`config.mk`:
```
export PLATFORM = sky130hd
export DESIGN_NAME = lane_crossing_detector_flat
export DESIGN_NICKNAME = d
export VERILOG_FILES = /design/src/hw/rtl/lcd_pkg.sv /design/src/hw/rtl/lcd_if.sv /design/src/hw/rtl/lcd_regs.sv /design/src/hw/rtl/lcd_side.sv /design/src/hw/rtl/lane_crossing_detector.sv /design/src/flat_wrapper.sv
export SDC_FILE = /design/constraint.sdc
export NUM_CORES = 1
export LEC_CHECK = 0
export BUFFER_PORTS_ARGS = -buffer_cell sky130_fd_sc_hd__buf_2
export CORE_ASPECT_RATIO = 0.9
export CORE_MARGIN = 1.5
export CORE_UTILIZATION = 49
export DETAILED_ROUTE_END_ITERATION = 7
export PLACE_DENSITY = 0.67
export SYNTH_ARGS = -nofsm -noshare
export SYNTH_HDL_FRONTEND = slang
export SYNTH_HIERARCHICAL = 1
export SYNTH_SLANG_ARGS = --single-unit
```
`constraint.sdc`:
```
create_clock -name clk -period 7.66 [get_ports clk]
set_clock_uncertainty 0.15 [all_clocks]
set_input_delay 1.532 -clock clk [delete_from_list [all_inputs] [get_ports clk]]
set_output_delay 1.532 -clock clk [all_outputs]
set_load 0.01 [all_outputs]
```
`src/hw/rtl/lcd_pkg.sv`:
```
// ----------------------------------------------------------------------------
// lcd_pkg
// Shared widths, constants, register map and types of the lane crossing
// detector.
// ----------------------------------------------------------------------------
package lcd_pkg;

  localparam int MAX_POINTS = 1024;
  localparam int Y_BITS     = 11;
  localparam int CNT_W      = $clog2(MAX_POINTS + 1);
  localparam int DIR_W      = 9;
  localparam int SIDE_W     = 2;
  localparam int LABEL_W    = 16;
  localparam int DATA_W     = 32;
  localparam int ADDR_W     = 4;
  localparam int REG_IDX_W  = 2;

  // side codes
  localparam logic [SIDE_W-1:0] SIDE_LEFT  = 2'd0;
  localparam logic [SIDE_W-1:0] SIDE_MID   = 2'd1;
  localparam logic [SIDE_W-1:0] SIDE_RIGHT = 2'd2;

  // walk phases
  localparam logic [1:0] PH_FIRST = 2'd0;
  localparam logic [1:0] PH_RUN   = 2'd1;
  localparam logic [1:0] PH_STOP  = 2'd2;

  // register map (word index)
  localparam logic [REG_IDX_W-1:0] REG_START_MIN = 2'd0;
  localparam logic [REG_IDX_W-1:0] REG_START_MAX = 2'd1;
  localparam logic [REG_IDX_W-1:0] REG_MAX_STEP  = 2'd2;

  localparam logic [DIR_W-1:0] RST_START_MIN = 9'd45;
  localparam logic [DIR_W-1:0] RST_START_MAX = 9'd135;
  localparam logic [DIR_W-1:0] RST_MAX_STEP  = 9'd30;

  // thresholds
  localparam int TURN_Y_MIN   = 220;
  localparam int TURN_JUMP    = 80;
  localparam int LWIN_LO      = 140;
  localparam int LWIN_HI      = 220;
  localparam int RWIN_HI      = 320;
  localparam int RWIN_LO      = 40;
  localparam int FLAT_HI      = 340;
  localparam int FLAT_LO      = 20;
  localparam int FLAT_MID_LO  = 160;
  localparam int FLAT_MID_HI  = 200;
  localparam int KEPT_Y_MIN   = 250;
  localparam int KEPT_CNT_MAX = 150;
  localparam int FULL_TURN    = 360;

  typedef struct packed {
    logic [DIR_W-1:0] start_min;
    logic [DIR_W-1:0] start_max;
    logic [DIR_W-1:0] max_step;
  } cfg_t;

  typedef struct packed {
    logic [SIDE_W-1:0]        side;
    logic                     has_point;
    logic [DIR_W-1:0]         direction;
    logic [Y_BITS-1:0]        point_y;
    logic signed [LABEL_W-1:0] label;
    logic                     end_of_frame;
  } item_t;

  typedef struct packed {
    logic [DIR_W-1:0]  dir;
    logic [Y_BITS-1:0] y;
  } point_t;

  typedef struct packed {
    logic             turn;
    logic [CNT_W-1:0] kept;
    logic             low_ok;
    logic             few;
  } side_stat_t;

  typedef struct packed {
    logic             crossing;
    logic             left_turn;
    logic             right_turn;
    logic             mid_horizontal;
    logic [CNT_W-1:0] left_kept;
    logic [CNT_W-1:0] right_kept;
  } result_t;

  function automatic logic [DIR_W-1:0] dir_dist(input logic [DIR_W-1:0] a,
                                                 input logic [DIR_W-1:0] b);
    return (a > b) ? (a - b) : (b - a);
  endfunction

endpackage

```
`src/hw/rtl/lcd_if.sv`:
```
// ----------------------------------------------------------------------------
// lcd_if
// Valid/ready channels for lane point words and verdict words.
// ----------------------------------------------------------------------------
interface lcd_in_if;
  logic                               valid;
  logic                               ready;
  logic [lcd_pkg::SIDE_W-1:0]         side;
  logic                               has_point;
  logic [lcd_pkg::DIR_W-1:0]          direction;
  logic [lcd_pkg::Y_BITS-1:0]         point_y;
  logic signed [lcd_pkg::LABEL_W-1:0] label;
  logic                               end_of_frame;

  modport source (output valid, side, has_point, direction, point_y, label, end_of_frame,
                  input ready);
  modport sink (input valid, side, has_point, direction, point_y, label, end_of_frame,
                output ready);
endinterface

interface lcd_out_if;
  logic                      valid;
  logic                      ready;
  logic                      crossing;
  logic                      left_turn;
  logic                      right_turn;
  logic                      mid_horizontal;
  logic [lcd_pkg::CNT_W-1:0] left_kept;
  logic [lcd_pkg::CNT_W-1:0] right_kept;

  modport source (output valid, crossing, left_turn, right_turn, mid_horizontal,
                  left_kept, right_kept, input ready);
  modport sink (input valid, crossing, left_turn, right_turn, mid_horizontal,
                left_kept, right_kept, output ready);
endinterface

```
`src/hw/rtl/lcd_regs.sv`:
```
// ----------------------------------------------------------------------------
// lcd_regs
// APB register file holding the drive-direction prefix settings.
// ----------------------------------------------------------------------------
module lcd_regs (
  input  logic                        clk,
  input  logic                        rst_n,
  input  logic                        psel,
  input  logic                        penable,
  input  logic                        pwrite,
  input  logic [lcd_pkg::ADDR_W-1:0]  paddr,
  input  logic [lcd_pkg::DATA_W-1:0]  pwdata,
  output logic [lcd_pkg::DATA_W-1:0]  prdata,
  output logic                        pready,
  output lcd_pkg::cfg_t               cfg
);

  lcd_pkg::cfg_t                      cfg_r;
  logic                               wr_en;
  logic [lcd_pkg::REG_IDX_W-1:0]      idx;
  logic [lcd_pkg::DIR_W-1:0]          wval;

  assign idx    = paddr[lcd_pkg::ADDR_W-1:2];
  assign wr_en  = psel && penable && pwrite;
  assign wval   = pwdata[lcd_pkg::DIR_W-1:0];
  assign pready = 1'b1;
  assign cfg    = cfg_r;

  always_ff @(posedge clk) begin
    if (!rst_n) begin
      cfg_r.start_min <= lcd_pkg::RST_START_MIN;
      cfg_r.start_max <= lcd_pkg::RST_START_MAX;
      cfg_r.max_step  <= lcd_pkg::RST_MAX_STEP;
    end else if (wr_en) begin
      unique case (idx)
        lcd_pkg::REG_START_MIN: cfg_r.start_min <= wval;
        lcd_pkg::REG_START_MAX: cfg_r.start_max <= wval;
        lcd_pkg::REG_MAX_STEP:  cfg_r.max_step  <= wval;
        default: ;
      endcase
    end
  end

  always_comb begin
    unique case (idx)
      lcd_pkg::REG_START_MIN: prdata = lcd_pkg::DATA_W'(cfg_r.start_min);
      lcd_pkg::REG_START_MAX: prdata = lcd_pkg::DATA_W'(cfg_r.start_max);
      lcd_pkg::REG_MAX_STEP:  prdata = lcd_pkg::DATA_W'(cfg_r.max_step);
      default:                prdata = '0;
    endcase
  end

endmodule

```
`src/hw/rtl/lcd_side.sv`:
```
// ----------------------------------------------------------------------------
// lcd_side
// Per side line tracker: turn walk and drive-direction prefix length/min row.
// ----------------------------------------------------------------------------
module lcd_side (
  input  logic                  clk,
  input  logic                  rst_n,
  input  logic                  take,
  input  logic                  clear,
  input  logic                  is_right,
  input  lcd_pkg::cfg_t         cfg,
  input  lcd_pkg::point_t       pt,
  output lcd_pkg::side_stat_t   stat
);

  logic [lcd_pkg::DIR_W-1:0]  walk_prev_r, walk_prev_nxt;
  logic [1:0]                 walk_phase_r, walk_phase_nxt;
  logic                       turn_r, turn_nxt;
  logic [lcd_pkg::DIR_W-1:0]  keep_prev_r, keep_prev_nxt;
  logic [1:0]                 keep_phase_r, keep_phase_nxt;
  logic [lcd_pkg::CNT_W-1:0]  cnt_r, cnt_nxt;
  logic [lcd_pkg::Y_BITS-1:0] min_y_r, min_y_nxt;

  logic [lcd_pkg::DIR_W-1:0]  walk_ref, walk_diff, keep_ref, keep_diff, step_lim;
  logic                       in_win, start_ok, cut;

  always_comb begin
    walk_ref  = (walk_phase_r == lcd_pkg::PH_FIRST) ? pt.dir : walk_prev_r;
    walk_diff = lcd_pkg::dir_dist(pt.dir, walk_ref);
    keep_ref  = (keep_phase_r == lcd_pkg::PH_FIRST) ? pt.dir : keep_prev_r;
    keep_diff = lcd_pkg::dir_dist(pt.dir, keep_ref);
    step_lim  = lcd_pkg::DIR_W'(lcd_pkg::FULL_TURN) - cfg.max_step;
    if (is_right) begin
      in_win = (pt.dir > lcd_pkg::DIR_W'(lcd_pkg::RWIN_HI)) ||
               (pt.dir < lcd_pkg::DIR_W'(lcd_pkg::RWIN_LO));
    end else begin
      in_win = (pt.dir > lcd_pkg::DIR_W'(lcd_pkg::LWIN_LO)) &&
               (pt.dir < lcd_pkg::DIR_W'(lcd_pkg::LWIN_HI));
    end
    start_ok = (pt.dir > cfg.start_min) && (pt.dir < cfg.start_max);
    cut = (keep_diff > cfg.max_step) ||
          (cfg.max_step > lcd_pkg::DIR_W'(lcd_pkg::FULL_TURN)) ||
          (keep_diff > step_lim);

    walk_prev_nxt  = walk_prev_r;
    walk_phase_nxt = walk_phase_r;
    turn_nxt       = turn_r;
    keep_prev_nxt  = keep_prev_r;
    keep_phase_nxt = keep_phase_r;
    cnt_nxt        = cnt_r;
    min_y_nxt      = min_y_r;

    if (take && (walk_phase_r != lcd_pkg::PH_STOP)) begin
      walk_phase_nxt = lcd_pkg::PH_RUN;
      walk_prev_nxt  = walk_ref;
      if (pt.y < lcd_pkg::Y_BITS'(lcd_pkg::TURN_Y_MIN)) begin
        walk_phase_nxt = lcd_pkg::PH_STOP;
      end else if ((walk_diff > lcd_pkg::DIR_W'(lcd_pkg::TURN_JUMP)) && in_win) begin
        turn_nxt       = 1'b1;
        walk_phase_nxt = lcd_pkg::PH_STOP;
      end else begin
        walk_prev_nxt = pt.dir;
      end
    end

    if (take && (keep_phase_r != lcd_pkg::PH_STOP)) begin
      if ((keep_phase_r == lcd_pkg::PH_FIRST) && !start_ok) begin
        keep_phase_nxt = lcd_pkg::PH_STOP;
      end else if (cut) begin
        keep_phase_nxt = lcd_pkg::PH_STOP;
      end else begin
        keep_phase_nxt = lcd_pkg::PH_RUN;
        keep_prev_nxt  = pt.dir;
        if ((cnt_r == '0) || (pt.y < min_y_r)) begin
          min_y_nxt = pt.y;
        end
        if (cnt_r < lcd_pkg::CNT_W'(lcd_pkg::MAX_POINTS)) begin
          cnt_nxt = cnt_r + 1'b1;
        end
      end
    end

    stat.turn   = turn_nxt;
    stat.kept   = cnt_nxt;
    stat.low_ok = (cnt_nxt != '0) && (min_y_nxt > lcd_pkg::Y_BITS'(lcd_pkg::KEPT_Y_MIN));
    stat.few    = cnt_nxt < lcd_pkg::CNT_W'(lcd_pkg::KEPT_CNT_MAX);
  end

  always_ff @(posedge clk) begin
    if (!rst_n || clear) begin
      walk_prev_r  <= '0;
      walk_phase_r <= lcd_pkg::PH_FIRST;
      turn_r       <= 1'b0;
      keep_prev_r  <= '0;
      keep_phase_r <= lcd_pkg::PH_FIRST;
      cnt_r        <= '0;
      min_y_r      <= '0;
    end else if (take) begin
      walk_prev_r  <= walk_prev_nxt;
      walk_phase_r <= walk_phase_nxt;
      turn_r       <= turn_nxt;
      keep_prev_r  <= keep_prev_nxt;
      keep_phase_r <= keep_phase_nxt;
      cnt_r        <= cnt_nxt;
      min_y_r      <= min_y_nxt;
    end
  end

endmodule

```
`src/hw/rtl/lane_crossing_detector.sv`:
```
// ----------------------------------------------------------------------------
// lane_crossing_detector
// Streams lane points of left, mid and right lines and emits one crossing
// verdict word per frame-closing input word.
// ----------------------------------------------------------------------------
// Pipeline: two register stages (input reg, result reg); the verdict is valid
// from the result register once the frame-closing word leaves the input reg.
// Throughput: one input word per cycle; only a stalled verdict backs up input.
// Reset: synchronous, active low; clears frame state and pipeline valids and
// loads the register defaults (45, 135, 30).
module lane_crossing_detector (
  input  logic                        clk,
  input  logic                        rst_n,
  lcd_in_if.sink                      in_ch,
  lcd_out_if.source                   out_ch,
  input  logic                        cfg_psel,
  input  logic                        cfg_penable,
  input  logic                        cfg_pwrite,
  input  logic [lcd_pkg::ADDR_W-1:0]  cfg_paddr,
  input  logic [lcd_pkg::DATA_W-1:0]  cfg_pwdata,
  output logic [lcd_pkg::DATA_W-1:0]  cfg_prdata,
  output logic                        cfg_pready
);

  lcd_pkg::cfg_t        cfg;
  lcd_pkg::item_t       item_r;
  logic                 item_valid_r;
  lcd_pkg::result_t     res_r, res_nxt;
  logic                 out_valid_r, out_valid_nxt;
  logic                 advance, fire, clear, take_l, take_r, take_m;
  logic                 mid_flat_r, mid_flat_nxt, mid_pos_r, mid_pos_nxt, mid;
  lcd_pkg::point_t      pt;
  lcd_pkg::side_stat_t  stat_l, stat_r;
  logic [lcd_pkg::DIR_W-1:0] dir;

  lcd_regs u_regs (
    .clk     (clk),
    .rst_n   (rst_n),
    .psel    (cfg_psel),
    .penable (cfg_penable),
    .pwrite  (cfg_pwrite),
    .paddr   (cfg_paddr),
    .pwdata  (cfg_pwdata),
    .prdata  (cfg_prdata),
    .pready  (cfg_pready),
    .cfg     (cfg)
  );

  assign advance     = !out_valid_r || out_ch.ready;
  assign fire        = item_valid_r && advance;
  assign in_ch.ready = !item_valid_r || advance;
  assign clear       = fire && item_r.end_of_frame;
  assign take_l      = fire && item_r.has_point && (item_r.side == lcd_pkg::SIDE_LEFT);
  assign take_r      = fire && item_r.has_point && (item_r.side == lcd_pkg::SIDE_RIGHT);
  assign take_m      = fire && item_r.has_point && (item_r.side == lcd_pkg::SIDE_MID);
  assign pt.dir      = item_r.direction;
  assign pt.y        = item_r.point_y;
  assign dir         = item_r.direction;

  always_ff @(posedge clk) begin
    if (!rst_n) begin
      item_valid_r <= 1'b0;
    end else if (in_ch.ready) begin
      item_valid_r <= in_ch.valid;
    end
  end

  always_ff @(posedge clk) begin
    if (in_ch.ready && in_ch.valid) begin
      item_r.side         <= in_ch.side;
      item_r.has_point    <= in_ch.has_point;
      item_r.direction    <= in_ch.direction;
      item_r.point_y      <= in_ch.point_y;
      item_r.label        <= in_ch.label;
      item_r.end_of_frame <= in_ch.end_of_frame;
    end
  end

  lcd_side u_left (
    .clk      (clk),
    .rst_n    (rst_n),
    .take     (take_l),
    .clear    (clear),
    .is_right (1'b0),
    .cfg      (cfg),
    .pt       (pt),
    .stat     (stat_l)
  );

  lcd_side u_right (
    .clk      (clk),
    .rst_n    (rst_n),
    .take     (take_r),
    .clear    (clear),
    .is_right (1'b1),
    .cfg      (cfg),
    .pt       (pt),
    .stat     (stat_r)
  );

  always_comb begin
    mid_flat_nxt = mid_flat_r;
    mid_pos_nxt  = mid_pos_r;
    if (take_m) begin
      if ((dir > lcd_pkg::DIR_W'(lcd_pkg::FLAT_HI)) ||
          (dir < lcd_pkg::DIR_W'(lcd_pkg::FLAT_LO)) ||
          ((dir > lcd_pkg::DIR_W'(lcd_pkg::FLAT_MID_LO)) &&
           (dir < lcd_pkg::DIR_W'(lcd_pkg::FLAT_MID_HI)))) begin
        mid_flat_nxt = 1'b1;
      end
      mid_pos_nxt = (item_r.label != '0) && !item_r.label[lcd_pkg::LABEL_W-1];
    end
    mid = mid_flat_nxt && mid_pos_nxt;

    res_nxt.crossing       = stat_l.few && stat_r.few &&
                             ((mid && (stat_l.low_ok || stat_r.low_ok)) ||
                              (stat_l.turn && stat_r.turn && stat_l.low_ok && stat_r.low_ok));
    res_nxt.left_turn      = stat_l.turn;
    res_nxt.right_turn     = stat_r.turn;
    res_nxt.mid_horizontal = mid;
    res_nxt.left_kept      = stat_l.kept;
    res_nxt.right_kept     = stat_r.kept;
  end

  always_ff @(posedge clk) begin
    if (!rst_n || clear) begin
      mid_flat_r <= 1'b0;
      mid_pos_r  <= 1'b0;
    end else if (take_m) begin
      mid_flat_r <= mid_flat_nxt;
      mid_pos_r  <= mid_pos_nxt;
    end
  end

  always_comb begin
    priority if (fire) begin
      out_valid_nxt = item_r.end_of_frame;
    end else if (out_ch.ready) begin
      out_valid_nxt = 1'b0;
    end else begin
      out_valid_nxt = out_valid_r;
    end
  end

  always_ff @(posedge clk) begin
    if (!rst_n) begin
      out_valid_r <= 1'b0;
    end else begin
      out_valid_r <= out_valid_nxt;
    end
  end

  always_ff @(posedge clk) begin
    if (clear) begin
      res_r <= res_nxt;
    end
  end

  assign out_ch.valid          = out_valid_r;
  assign out_ch.crossing       = res_r.crossing;
  assign out_ch.left_turn      = res_r.left_turn;
  assign out_ch.right_turn     = res_r.right_turn;
  assign out_ch.mid_horizontal = res_r.mid_horizontal;
  assign out_ch.left_kept      = res_r.left_kept;
  assign out_ch.right_kept     = res_r.right_kept;

endmodule

```
`src/flat_wrapper.sv`:
```
// flat-port wrapper written by rule: the top's interface ports become plain ports
module lane_crossing_detector_flat 
  (clk, rst_n, cfg_psel, cfg_penable, cfg_pwrite, cfg_paddr, cfg_pwdata, cfg_prdata, cfg_pready, in_ch_valid, in_ch_side, in_ch_has_point, in_ch_direction, in_ch_point_y, in_ch_label, in_ch_end_of_frame, in_ch_ready, out_ch_valid, out_ch_crossing, out_ch_left_turn, out_ch_right_turn, out_ch_mid_horizontal, out_ch_left_kept, out_ch_right_kept, out_ch_ready);
  lcd_in_if in_ch_i ();
  lcd_out_if out_ch_i ();
  input  logic clk;
  input  logic rst_n;
  input  logic cfg_psel;
  input  logic cfg_penable;
  input  logic cfg_pwrite;
  input  logic [lcd_pkg::ADDR_W-1:0] cfg_paddr;
  input  logic [lcd_pkg::DATA_W-1:0] cfg_pwdata;
  output logic [lcd_pkg::DATA_W-1:0] cfg_prdata;
  output logic cfg_pready;
  input wire logic [$bits(in_ch_i.valid)-1:0] in_ch_valid;
  input wire logic [$bits(in_ch_i.side)-1:0] in_ch_side;
  input wire logic [$bits(in_ch_i.has_point)-1:0] in_ch_has_point;
  input wire logic [$bits(in_ch_i.direction)-1:0] in_ch_direction;
  input wire logic [$bits(in_ch_i.point_y)-1:0] in_ch_point_y;
  input wire logic [$bits(in_ch_i.label)-1:0] in_ch_label;
  input wire logic [$bits(in_ch_i.end_of_frame)-1:0] in_ch_end_of_frame;
  output wire logic [$bits(in_ch_i.ready)-1:0] in_ch_ready;
  output wire logic [$bits(out_ch_i.valid)-1:0] out_ch_valid;
  output wire logic [$bits(out_ch_i.crossing)-1:0] out_ch_crossing;
  output wire logic [$bits(out_ch_i.left_turn)-1:0] out_ch_left_turn;
  output wire logic [$bits(out_ch_i.right_turn)-1:0] out_ch_right_turn;
  output wire logic [$bits(out_ch_i.mid_horizontal)-1:0] out_ch_mid_horizontal;
  output wire logic [$bits(out_ch_i.left_kept)-1:0] out_ch_left_kept;
  output wire logic [$bits(out_ch_i.right_kept)-1:0] out_ch_right_kept;
  input wire logic [$bits(out_ch_i.ready)-1:0] out_ch_ready;
  assign in_ch_i.valid = in_ch_valid;
  assign in_ch_i.side = in_ch_side;
  assign in_ch_i.has_point = in_ch_has_point;
  assign in_ch_i.direction = in_ch_direction;
  assign in_ch_i.point_y = in_ch_point_y;
  assign in_ch_i.label = in_ch_label;
  assign in_ch_i.end_of_frame = in_ch_end_of_frame;
  assign in_ch_ready = in_ch_i.ready;
  assign out_ch_valid = out_ch_i.valid;
  assign out_ch_crossing = out_ch_i.crossing;
  assign out_ch_left_turn = out_ch_i.left_turn;
  assign out_ch_right_turn = out_ch_i.right_turn;
  assign out_ch_mid_horizontal = out_ch_i.mid_horizontal;
  assign out_ch_left_kept = out_ch_i.left_kept;
  assign out_ch_right_kept = out_ch_i.right_kept;
  assign out_ch_i.ready = out_ch_ready;
  lane_crossing_detector u_core (.clk(clk), .rst_n(rst_n), .in_ch(in_ch_i), .out_ch(out_ch_i), .cfg_psel(cfg_psel), .cfg_penable(cfg_penable), .cfg_pwrite(cfg_pwrite), .cfg_paddr(cfg_paddr), .cfg_pwdata(cfg_pwdata), .cfg_prdata(cfg_prdata), .cfg_pready(cfg_pready));
endmodule
```
Yosys cells after proc, flatten, opt, wreduce, memory -nomap -nowiden

Index checks and enable logic that the tools add are counted.

Bits in registers: 187
Latch bits: 0
Memory bits (writable): 0
Memory bits (read-only): 0
Bits of input ports: 83
Output and inout bits: 61
Word-level logic and storage cells: 204
Memories kept: 0

$add $sub $neg: 11
$mul: 0
Divide/modulo/power cells: 0
Magnitude comparators: 30
Equality and inequality tests: 8
Shift operators: 0
Muxes and demuxes: 48
Bitwise gates (word level): 4
Reductions and logical operators: 70

Operators with widths:

| operator              | count |
|---|---|
| $mux 11               | 16 |
| $mux 9                | 12 |
| $gt 9x9->1            | 9 |
| $sub 9x9->9           | 8 |
| $lt 11x8->1 const B   | 3 |
| $logic_and 1x1->1     | 30 |
| $gt 9x9->1 const B    | 3 |
| $pmux 9 s3            | 1 |
| $add 11x1->11 const B | 2 |
| $gt 11x8->1 const B   | 2 |
| $logic_not 11->1      | 2 |
| $lt 11x11->1          | 2 |
| $lt 11x11->1 const B  | 2 |
| $reduce_bool 11->1    | 2 |
| $gt 9x7->1 const B    | 2 |
| $gt 9x8->1 const B    | 2 |
| $lt 9x8->1 const B    | 2 |
| $mux 2                | 8 |
| $reduce_bool 16->1    | 1 |
| $logic_or 1x1->1      | 14 |
| $reduce_and 2->1      | 7 |
| $logic_not 2->1       | 6 |
| $mux 1                | 11 |
| $lt 9x5->1 const B    | 1 |
| other kinds (10)      | 23 |

Logic depth before layout (Yosys ltp)

Depth after elaboration: 16
Mapped depth: 30

Modules after synthesis

Netlist, hierarchy kept.

Modules (own cells, without submodules):

| module                    | times used | cells an instance | area an instance (µm²) | sequential area each (µm²) |
|---|---|---|---|---|
| lcd_side (u_core.u_left)  | 1          | 705               | 5,551.6                | 900.9 |
| lcd_side (u_core.u_right) | 1          | 702               | 5,451.5                | 900.9 |
| lane_crossing_detector    | 1          | 121               | 2,407.3                | 2,062.0 |
| lcd_regs                  | 1          | 167               | 1,473.9                | 540.5 |

Worst setup path after synthesis

OpenSTA, ideal clock, no wires.

Kind: reg2reg
From: register u_core.u_left.keep_phase_r[0]
To: register u_core.res_r, in the netlist u_core/out_ch.crossing (data pin)
Library setup time: 266 ps
Arrival time: 6,234 ps
Required time: 7,244 ps
Slack: 1,010 ps
Cell stages (with the launch flop): 30
Period minus slack after synthesis: 6,650 ps
Path through: dfxtp_1 nor2_1 buf_1 mux2_2 ha_1 clkbuf_1 nand3_1 a21oi_1 o221ai_1 o21ai_1 buf_2 mux2_2 a221oi_1 o21ai_0 xor2_1 ha_1 a21oi_1 o21ai_0 a2111oi_2 o22ai_1 and4b_1 buf_6 nand3_4 or3_1 a22o_1 o41a_1 o21a_1 o311ai_0 a21o_1 o41ai_2

RTL lines:

| what                   | RTL line                      | source |
|---|---|---|
| start, declared        | lcd_side.sv:20                | `logic [1:0] keep_phase_r, keep_phase_nxt;` |
| start signal, assigned | lcd_side.sv:95                | `keep_phase_r <= lcd_pkg::PH_FIRST;` |
| start signal, assigned | lcd_side.sv:103               | `keep_phase_r <= keep_phase_nxt;` |
| end signal, assigned   | lane_crossing_detector.sv:155 | `res_r <= res_nxt;` |
| end, declared          | lane_crossing_detector.sv:28  | `lcd_pkg::result_t res_r, res_nxt;` |

==> impl_metrics.tcl <==
set metrics [dict create \
    num_antenna_cells 0 \
    crit_arrival_ps 7370 \
    post-route-min-period_ps 7330 \
    drt_iter0_markers 1176 \
    fillCellCount 2807 \
    clockBufferDepth 2 \
    cts_setup_buffers 0 \
    ir_drop_v 0.000135 \
    timing.rr.start "u_core/u_left/keep_phase_r[0]" \
    min-delay-start "u_core/u_right/turn_r" \
    place_ws_ps 131 \
    critPathBufInv 1 \
    drive_gt1_frac 0.130 \
    design_area_sq_mm 0.0163 \
    r2r_cells 27 \
    hold_path.class "reg -> reg" \
    vias_per_cell 5.75 \
    max_slew_margin 0.305 \
    cts_buffers 17 \
    core-area_sq_mm 0.0299 \
    ios 144 \
    leakagePower_uw 0.00722 \
    drc 0 \
    cts_hold_buf 0 \
    hold_viol 0 \
    min_to "u_core/u_right/turn_r" \
    netlist_top_cells_area "dfxtp_1 (16%), ha_1 (14%), edfxtp_1 (13%)" \
    p_per_area_mw_per_mm2 164 \
    layout.nets 2025 \
    cts-root-buf "clkbuf_16" \
    crit_slowest_cell "and4b_2" \
    ys.flop_type "dfxtp_1" \
    cpLargestDelayFamily "compound AO/OA/AOI/OAI gates" \
    grt_max_degree 49 \
    die_x_microns 187 \
    synth.most_common_cell "ha_1" \
    ys_ff_latch 187 \
    grt_pass1_vias 11700 \
    dp_hpwl_microns 28000 \
    dpl_cell_area_sq_mm 0.0157 \
    start_util 0.498 \
    fmax_mhz 136 \
    port_buffers 94 \
    ys_warn_count 6 \
    place.gp.congestion 0.889 \
    cts_num_sinks 187 \
    cts_tree "built" \
    die_y_microns 168 \
    worstPathMaxFanout 9 \
    die_area_sq_mm 0.0314 \
    synth_area_sq_mm 0.0149 \
    yosysTopAreaCell "dfxtp_1" \
    cts.clk_slew.worst_paths_ps 80 \
    maxSlewViolCount 0 \
    async_flop_share 0 \
    endpoint_kind "flop" \
    worstPathRequired_ps 7700 \
    synth.top_cells.by_count "ha_1 (164), inv_1 (163), dfxtp_1 (121)" \
    grtUsageTotal 0.237 \
    row_count 60 \
    hold_depth 2 \
    ys_seq_area_frac 0.296 \
    syn_inst 1695 \
    criticalPathCategory "reg -> reg" \
    grt_overflow 0 \
    wl_per_cell_microns 17.2 \
    antenna_found_initial 0 \
    final_core_util 0.545 \
    report.final.setup_viol 0 \
    r2r_setup_slack_ps 330 \
    vias 12600 \
    clk_latency_ps 450 \
    place_inst 2154 \
    cpPeakStageDelay_ps 500 \
    synth_edf_count 66 \
    htree_levels 4 \
    drv_cap 0 \
    fin_crit_sh 0.957 \
    ys_types 95 \
    drt.antenna.violating_nets 0 \
    finalNonFillerCells 2186 \
    drt-pass1-iter-count 6 \
    synth_top_area_share 0.163 \
    rr_endpoint "u_core/out_ch.crossing" \
    grt_pass1_wl_microns 60500 \
    drt-total-wl_microns 37700 \
    area_growth_syn_to_layout_pct 9.43 \
    layout_setup_ws_ps 332 \
    tightest_slew_ps 1040 \
    syn_avg_cell_area_sq_um 8.78 \
    status "completed" \
    cp-start-kind "flop" \
    cts-resized-gates 0 \
]
-- routing by layer --
| metal | vias up | GRT usage | part of all wire | wire (microns) |
|---|---|---|---|---|
| met5 | - | 0 | 0 | 0 |
| met4 | 0 | 0.0589 | 0.014 | 518 |
| met3 | 32 | 0.0319 | 0.057 | 2160 |
| met2 | 388 | 0.377 | 0.45 | 16800 |
| met1 | 5997 | 0.339 | 0.48 | 18200 |
| li1 | 6163 | - | - | - |
-- report_power, final --
part           switching (uW)  leakage (uW)  internal, uW  total [uW]
clock network             449      0.000298           471         920
registers                22.5       0.00164          1050        1070
logic                     407       0.00529           270         677
total                     879       0.00722          1790        2670
-- worst max path at each step --
stage | cells after the start | startpoint | to
after detailed placement | 27 | u_core/u_left/keep_phase_r[0] | u_core/out_ch.crossing
after global placement | 27 | u_core/u_left/keep_phase_r[0] | u_core/out_ch.crossing
final | 27 | u_core/u_left/keep_phase_r[0] | u_core/out_ch.crossing
after global routing | 27 | u_core/u_left/keep_phase_r[0] | u_core/out_ch.crossing
after CTS | 27 | u_core/u_left/keep_phase_r[0] | u_core/out_ch.crossing
after floorplan | 29 | u_core/u_left/keep_phase_r[0] | u_core/out_ch.crossing
-- placed cells by master, fill, tap and decap left out, drive strengths merged, types with 12 or more instances in the layout --
cell | netlist | routed
a211oi | 13 | 13
a21o | 25 | 25
a21oi | 90 | 90
a22oi | 19 | 19
a31oi | 17 | 17
and2 | 32 | 32
and3 | 13 | 13
buf | 53 | 125
clkbuf | 40 | 18
conb | 4 | 28
dfxtp | 121 | 121
edfxtp | 66 | 66
ha | 164 | 164
inv | 163 | 169
mux2 | 21 | 21
mux2i | 106 | 106
nand2 | 122 | 122
nand2b | 25 | 25
nand3 | 48 | 48
nand4 | 22 | 22
nor2 | 113 | 113
nor2b | 31 | 31
nor3 | 34 | 34
nor4 | 19 | 19
o211ai | 13 | 13
o21ai | 90 | 90
o221ai | 12 | 12
xnor2 | 46 | 46
xor2 | 19 | 19
-- kinds of logic (layout without fill, tap and decap cells) --
logic type	Yosys count	in the layout	share of synthesized area
AOI/OAI and AO/OA	383	383	0.179
xor gates and xnor gates	65	65	0.0382
adders and majority gates	172	172	0.149
buffers and inverters	256	320	0.0767
DFF	187	187	0.296
muxes	127	127	0.0872
other	4	28	0.00101
and+or+nand+nor	501	501	0.173
-- flip-flops by register name (all words and copies together) (netlist names), 2 cells and up --
signal                       cells
u_core/item_r                   31
u_core/u_regs/cfg               27
u_core/out_ch.left_kept         11
u_core/out_ch.right_kept        11
u_core/u_left/cnt_r             11
u_core/u_left/min_y_r           11
u_core/u_right/cnt_r            11
u_core/u_right/min_y_r          11
u_core/dir                       9
u_core/u_left/keep_prev_r        9
u_core/u_left/walk_prev_r        9
u_core/u_right/keep_prev_r       9
u_core/u_right/walk_prev_r       9
u_core/u_left/keep_phase_r       2
u_core/u_left/walk_phase_r       2
u_core/u_right/keep_phase_r      2
u_core/u_right/walk_phase_r      2
-- area by class of cell --
type	count	area, sq um	area share
multi-input cells	1276	9460	0.581
clock buffers	18	429	0.0263
flip-flops and latches	187	4400	0.270
clock inverters	14	180	0.0111
inverters	163	612	0.0376
repair buffers	125	703	0.0432
well taps	403	504	0.0310
-- metrics by stage --
step | TNS (ps) | total power (uW) | hold slack, ps
2_1_floorplan | 0 | 1600 | 269
3_3_place_gp | 0 | 1740 | 282
3_5_place_dp | 0 | 1760 | 289
4_1_cts | 0 | 2670 | 307
5_1_grt | -27.2 | 2800 | 365
6_report | 0 | 2670 | 304
-- worst reg2reg max path, delay by kind of cell, from the launching register on --
family          cells  cell delay, ps
compound gates     16            3500
xor+xnor            1             260
fa+ha+maj           2             620
buf+inv             1             180
flops               1             330
mux                 2             770
simple gates        5            1250
Power figures use the tool's default switching activity.
